File: src/hw/rtl/rk4do_pkg.sv
`timescale 1ns / 1ps
`default_nettype none
// ----------------------------------------------------------------------------
// rk4do_pkg
// Shared types and constants for the RK4 damped oscillator step block.
// ----------------------------------------------------------------------------
package rk4do_pkg;

    localparam int VW     = 48;            // value width, Q16.32
    localparam int FB     = 32;            // fraction bits
    localparam int STEP_W = VW - 1;        // step size register width
    localparam int CNT_W  = 32;            // step counter width
    localparam int MW     = VW + 1;        // multiplier operand width
    localparam int BLO_W  = 24;            // low operand slice
    localparam int BHI_W  = MW - BLO_W;    // high operand slice, signed
    localparam int PW     = MW + BHI_W;    // partial product width
    localparam int FW     = PW + BLO_W;    // full product width
    localparam int IDX_W  = 3;             // config index width

    // config register indexes
    localparam logic [IDX_W-1:0] REG_STEP  = 3'd0;
    localparam logic [IDX_W-1:0] REG_DAMP  = 3'd1;
    localparam logic [IDX_W-1:0] REG_STIFF = 3'd2;
    localparam logic [IDX_W-1:0] REG_INVI  = 3'd3;
    localparam logic [IDX_W-1:0] REG_A0    = 3'd4;
    localparam logic [IDX_W-1:0] REG_R0    = 3'd5;

    // reset values
    localparam logic [STEP_W-1:0] RST_STEP  = 47'd429497;
    localparam logic [VW-1:0]     RST_DAMP  = 48'd25769803776;
    localparam logic [VW-1:0]     RST_STIFF = 48'd21474836480;
    localparam logic [VW-1:0]     RST_INVI  = 48'd4294967296;
    localparam logic [VW-1:0]     RST_A0    = 48'd42949672960;
    localparam logic [VW-1:0]     RST_R0    = 48'd0;
    localparam logic [VW-1:0]     RST_ANGLE = 48'd42949672960;

    // floor divide by six: halve, bias to non-negative, reciprocal of three
    localparam logic [VW-1:0] DIV_MULT = 48'h5555_5555_5555;
    localparam logic [MW-1:0] DIV_BIAS = 49'h0_C000_0000_0000;
    localparam logic [VW-1:0] Q_BIAS   = 48'h4000_0000_0000;

    localparam logic [1:0] FIRST_STAGE = 2'd0;
    localparam logic [1:0] LAST_STAGE  = 2'd3;

    typedef enum logic [2:0] {
        S_IDLE,
        S_MUL_LO,
        S_MUL_HI,
        S_MUL_WB,
        S_DIV_FIX,
        S_DIV_APPLY,
        S_OUT
    } t_state;

    typedef enum logic [2:0] {
        MOP_DRIVE,
        MOP_DAMP,
        MOP_STIFF,
        MOP_DA,
        MOP_DR,
        MOP_DIV_A,
        MOP_DIV_R
    } t_mop;

    typedef struct packed {
        logic       accept_step;
        logic       load_init;
        logic       mul_lo;
        logic       mul_hi;
        logic       mul_wb;
        logic       div_fix;
        logic       div_apply;
        logic       load_out;
        t_mop       mop;
        logic [1:0] stage;
    } t_dp_cmd;

endpackage : rk4do_pkg
`default_nettype wire

File: src/hw/rtl/rk4do_ctrl.sv
`timescale 1ns / 1ps
`default_nettype none
// ----------------------------------------------------------------------------
// rk4do_ctrl
// Sequencer: steps the shared multiplier through the nineteen products of one
// RK4 step and the two divide-by-six fixups, and owns the word handshakes.
// ----------------------------------------------------------------------------
module rk4do_ctrl
    import rk4do_pkg::*;
(
    input  wire logic    i_clk,
    input  wire logic    i_rst_n,
    input  wire logic    i_in_valid,
    input  wire logic    i_restart,
    output logic         o_in_ready,
    output logic         o_out_valid,
    input  wire logic    i_out_ready,
    output t_dp_cmd      o_cmd
);

    localparam logic [4:0] OP_DRIVE     = 5'd0;
    localparam logic [4:0] OP_DIV_ANGLE = 5'd17;
    localparam logic [4:0] OP_DIV_RATE  = 5'd18;

    localparam logic [1:0] K_DAMP  = 2'd0;
    localparam logic [1:0] K_STIFF = 2'd1;
    localparam logic [1:0] K_DA    = 2'd2;
    localparam logic [1:0] K_DR    = 2'd3;

    t_state     r_state, n_state;
    logic [4:0] r_op, n_op;
    logic       r_out_valid;
    logic [4:0] w_k;
    t_mop       w_mop;

    always_ff @(posedge i_clk) begin
        if (!i_rst_n) begin
            r_state <= S_IDLE;
            r_op    <= OP_DRIVE;
        end else begin
            r_state <= n_state;
            r_op    <= n_op;
        end
    end

    always_ff @(posedge i_clk) begin
        if (!i_rst_n) begin
            r_out_valid <= 1'b0;
        end else if (o_cmd.load_out) begin
            r_out_valid <= 1'b1;
        end else if (i_out_ready) begin
            r_out_valid <= 1'b0;
        end
    end

    assign o_out_valid = r_out_valid;
    assign w_k         = r_op - 5'd1;

    always_comb begin
        w_mop = MOP_DRIVE;
        if (r_op == OP_DIV_ANGLE) begin
            w_mop = MOP_DIV_A;
        end else if (r_op == OP_DIV_RATE) begin
            w_mop = MOP_DIV_R;
        end else if (r_op != OP_DRIVE) begin
            case (w_k[1:0])
                K_DAMP:  w_mop = MOP_DAMP;
                K_STIFF: w_mop = MOP_STIFF;
                K_DA:    w_mop = MOP_DA;
                K_DR:    w_mop = MOP_DR;
                default: w_mop = MOP_DAMP;
            endcase
        end
    end

    always_comb begin
        n_state     = r_state;
        n_op        = r_op;
        o_cmd       = '0;
        o_cmd.mop   = w_mop;
        o_cmd.stage = w_k[3:2];
        o_in_ready  = (r_state == S_IDLE);
        case (r_state)
            S_IDLE: begin
                if (i_in_valid) begin
                    if (i_restart) begin
                        o_cmd.load_init = 1'b1;
                        n_state         = S_OUT;
                    end else begin
                        o_cmd.accept_step = 1'b1;
                        n_op              = OP_DRIVE;
                        n_state           = S_MUL_LO;
                    end
                end
            end
            S_MUL_LO: begin
                o_cmd.mul_lo = 1'b1;
                n_state      = S_MUL_HI;
            end
            S_MUL_HI: begin
                o_cmd.mul_hi = 1'b1;
                n_state      = S_MUL_WB;
            end
            S_MUL_WB: begin
                o_cmd.mul_wb = 1'b1;
                if (r_op == OP_DIV_ANGLE || r_op == OP_DIV_RATE) begin
                    n_state = S_DIV_FIX;
                end else begin
                    n_op    = r_op + 5'd1;
                    n_state = S_MUL_LO;
                end
            end
            S_DIV_FIX: begin
                o_cmd.div_fix = 1'b1;
                n_state       = S_DIV_APPLY;
            end
            S_DIV_APPLY: begin
                o_cmd.div_apply = 1'b1;
                if (r_op == OP_DIV_ANGLE) begin
                    n_op    = OP_DIV_RATE;
                    n_state = S_MUL_LO;
                end else begin
                    n_state = S_OUT;
                end
            end
            S_OUT: begin
                if (!r_out_valid || i_out_ready) begin
                    o_cmd.load_out = 1'b1;
                    n_state        = S_IDLE;
                end
            end
            default: begin
                n_state = S_IDLE;
            end
        endcase
    end

endmodule : rk4do_ctrl
`default_nettype wire

File: config.mk
export PLATFORM = sky130hd
export DESIGN_NAME = rk4do_ctrl
export DESIGN_NICKNAME = d
export VERILOG_FILES = /design/src/hw/rtl/rk4do_pkg.sv /design/src/hw/rtl/rk4do_ctrl.sv
export SDC_FILE = /design/constraint.sdc
export NUM_CORES = 1
export LEC_CHECK = 0
export BUFFER_PORTS_ARGS = -buffer_cell sky130_fd_sc_hd__clkbuf_2
export CORE_MARGIN = 4
export CORE_UTILIZATION = 55
export CTS_BUF_LIST = sky130_fd_sc_hd__clkbuf_16
export CTS_CLUSTER_SIZE = 25
export DETAILED_ROUTE_END_ITERATION = 16
export PLACE_DENSITY = 0.83
export SLEW_MARGIN = 40
export SYNTH_ARGS = -nofsm -noshare
export SYNTH_HDL_FRONTEND = slang
export SYNTH_SLANG_ARGS = --single-unit
File: constraint.sdc
create_clock -name i_clk -period 3.9 [get_ports i_clk]
set_clock_uncertainty 0.1 [all_clocks]
set_input_delay 0.39 -clock i_clk [delete_from_list [all_inputs] [get_ports i_clk]]
set_output_delay 0.39 -clock i_clk [all_outputs]
set_load 0.02 [all_outputs]
Word-level counts from Yosys, hierarchy flattened:

Index checks and enable logic that the tools add are counted.

* equality and inequality tests: 16
* reductions and logical operators: 10
* add/sub/neg operators: 2
* mux-type cells: 28

Operators with widths (number)
* $mux W3: 8
* $pmux W3 S7: 1
* $mux W5: 4
* $pmux W5 S3: 1
* $pmux W3 S4: 1
* $mux W1: 11
* $eq A5 B5 Y1 const B: 2
* $ne A2 B2 Y1 const B: 5
* $eq A3 B3 Y1 const B: 3
* $eq A3 B2 Y1 const B: 2
* $add A5 B1 Y5 const B: 1
* $reduce_and A5 Y1: 1
* $reduce_bool A5 Y1: 1
* $eq A2 B2 Y1 const B: 2
* $mux W2: 2
* $sub A4 B1 Y4 const B: 1
* $eq A3 B1 Y1 const B: 1
* $logic_not A3 Y1: 1
* $reduce_bool A3 Y1: 1
* $eq A2 B1 Y1 const B: 1
* $logic_not A2 Y1: 1
* $logic_or A1 B1 Y1: 2
* $reduce_and A2 Y1: 1
* $reduce_bool A2 Y1: 1
* $logic_not A1 Y1: 1

* bits of input ports: 5
* logic and storage cells: 59
* output and inout port bits: 15
* register bits after elaboration: 9

Depth between registers and ports, before layout:

* word-level depth: 6
* depth in mapped cells: 8

Worst setup path before layout:

Ideal clock, no wire load.

* path kind: register -> output
* start point: reg r_op[0]
* end point: out o_cmd[2] (netlist name)
* data arrival time: 1.453 ns
* slack: 1.957 ns
* buffers on the path: 0
* stages on the path, launching flop included: 5
* cell sequence: dfxtp_1 > inv_1 > ha_1 > and3_1 > o21ai_0

RTL lines
* start, declared: line rk4do_ctrl.sv:31 `logic [4:0] r_op, n_op;`
* start signal, assigned: line rk4do_ctrl.sv:42 `r_op <= n_op;`
* end, declared: line rk4do_ctrl.sv:18 `output t_dp_cmd o_cmd`

==> out/qor.txt <==
Post-CTS Setup Repair Bufs: 0
H-tree Lvls: 1
Clock group share of total power: 33.4%
Register area share after synthesis: 23.3%
Dpl cells: 126
Area grow syn2layout: 21.6%
Fin crit share: 58.4%
Critical Path, Cell by Cell: inv_1 > ha_1 > xor2_1 > a21oi_1 > a31oi_1 > clkbuf_2
Max VDD drop: 0.372 mV
Cells after Synth: 96
Syn Nets: 107
Cell Area, Synth: 772 sq um
Ports: 20
Synth Flop Type: dfxtp_1
Dpl hpwl: 1.32 mm
Starting Density: 58.6%
Final worst slack: 1.62 ns
Clk buf depth: 2
CTS Root Cell: clkbuf_16
Fin nets: 127
Die span in y: 45.5 um
Syn_area_per_cell: 8.04 sq um
WL/cell: 13.5 um
Routed wire length: 1.75 mm
Net Sw Power: 208 uW
Initial antenna violation count: 0
Setup crit end: o_cmd[3]
Reg power frac: 25.0%
CTS tree: built
Status: finished, final reports clean
Crit-path max FO: 9
CP startpoint kind: flip-flop
Yosys warns: 0
Req. time, crit path: 3.41 ns
ANT nets after route: 0
Vias in the first global route: 673
Final setup vio count: 0
Post-synth cell types: 38
Resized Gates After CTS: 0
Arr. time, crit path: 1.79 ns
Clock Latency Late Sink: 0.23 ns
Total power: 535 uW
Die Footprint: 2070 sq um
DRT Pass-1 Iters: 4
Rows: 13
Number of synthesized register bits: 9
Cell leakage power: 0.429 nW
Multi-input logic area: 541 sq um
Post-synth top area cell: dfxtp_1
Non-filler cells, final: 130
Hold_buf cts: 0
RSZ-0062 raised after global routing: false
Register area: 180 sq um
Area after DPL: 860 sq um
FILL cells: 116
Gate power share: 41.6%
Kind of end point of the critical path: primary output
I/O Buffers: 19
Gr usage total: 18.6%
Setup TNS: 0 ns
Die width: 45.5 um
Final slew viol count: 0
Hold crit path type: in2reg
Largest net degree at the start of global routing: 15
Rel. slew slack: 69.8%
CORE AREA: 1320 sq um
Async SR Flop Fraction: 0%
First-pass GRT wire length: 2.87 mm
Residual DRC count: 0
Internal power: 326 uW
Post-place setup slack: 1.89 ns
Design Area, Final: 938 sq um
Initial DRC Count: 13
FMAX: 439 MHz
FF-to-FF setup slack: 1.89 ns
Setup CP Type: reg2out
Pin slew with the least headroom to its limit: 0.453 ns
Worst R2R Start: r_op[0]
Commonest non-fill, non-tap cell in the layout: clkbuf_2
Routed vias: 780
Max-Cap Viols: 0
Post-synth EDFFs: 0
Share of layout cells above drive strength 1: 29.6%
Fin. Hold Viols: 0
Clock transition at the registers of the reported paths: 0.04 ns
Most frequent cells in the layout: clkbuf_2 (19), nand2_1 (10), nor2_1 (9), dfxtp_1 (9)
Synth top area share: 23.3%
Crit path largest cell delay: 0.50 ns
N_diodes: 0
Worst Reg2Reg Path Length in Cells: 6
Power Density: 570 nW/um^2
Remaining Overflow, GRT: 0
GP Congestion: 0.779
Switching share of power: 39.0%
Worst r2r dst: r_op[0]
Synth area leaders: dfxtp_1 (23%), ha_1 (9.7%), nand2_1 (4.9%)
Minimum clock period: 2.28 ns
Crit path max-delay cell type: dfxtp_1
Crit path launch: r_op[0]
Num CTS Buffers: 3
Via/cell ratio: 6.00
Clk sinks: 9
==> stage by stage <==
stage	util, %	hold WS, ns
5_1_grt	71.2	0.366
4_1_cts	71.2	0.348
3_5_place_dp	65.2	0.412
6_report	71.2	0.353
3_3_place_gp	65.2	0.394
2_1_floorplan	-	0.379
==> per-layer routing <==
metal	share of wire (%)	global-route usage [%]
met4	0	1.75
met1	43	23.5
met3	6.9	6.32
met2	50	31.2
met5	0	0
==> worst min path at each step <==
stage                           start          end  slack, ns  cells past startpoint
after floorplan               r_op[3]      r_op[3]       0.38                      1
after global placement    o_out_valid  o_out_valid       0.39                      2
after detailed placement  o_out_valid  o_out_valid       0.41                      2
after CTS                     i_rst_n      r_op[3]       0.35                      3
after global routing          i_rst_n      r_op[3]       0.37                      3
final                         i_rst_n      r_op[3]       0.35                      3
==> flip-flops by register name (all words and copies together), names as in the netlist <==
signal and flops:
o_out_valid 1, r_state 3, r_op 5
==> Yosys cell counts, types with 3 or more instances <==
| cell | count |
|---|---|
| dfxtp_1 | 9 |
| xor2_1 | 3 |
| ha_1 | 6 |
| a21oi_1 | 5 |
| o21ai_0 | 5 |
| nand2_1 | 10 |
| nor3_1 | 3 |
| nor2_1 | 9 |
| nand3_1 | 4 |
| inv_1 | 5 |
==> critical path, delay by kind of cell (launching register included) <==
| kind | cells | cell delay (ns) |
|---|---|---|
| DFF | 1 | 0.50 |
| AOI/OAI and AO/OA | 2 | 0.24 |
| buffers and inverters | 2 | 0.33 |
| adders and majority gates | 1 | 0.33 |
| xor gates and xnor gates | 1 | 0.15 |
==> logic make-up (layout without fill, tap and decap cells) <==
kind of cell	count (synthesis)	after routing	share of synthesized area, %
AOI/OAI and AO/OA	25	25	23.8
buffers and inverters	10	29	6.65
and+or+nand+nor	43	43	33.1
DFF	9	9	23.3
xor gates and xnor gates	3	3	3.40
adders and majority gates	6	6	9.72
==> cell type report <==
type	instances	share of cell area (%)
multi-input combinational	77	57.6
sequential	9	19.2
timing repair buffer	19	10.1
clock buffer	3	8.00
inverter	6	2.67
tap	15	2.00
clock inverter	1	0.400
==> power by group through the flow <==
| stage | Combinational [mW] | Sequential [mW] | Clock [mW] |
|---|---|---|---|
| floorplan | 0.193 | 0.115 | 0 |
| global placement | 0.219 | 0.134 | 0 |
| detailed placement | 0.222 | 0.135 | 0 |
| CTS | 0.224 | 0.134 | 0.181 |
| global route | 0.245 | 0.138 | 0.185 |
| finish | 0.223 | 0.134 | 0.178 |
Note: power is estimated with default switching activity, not from simulation.
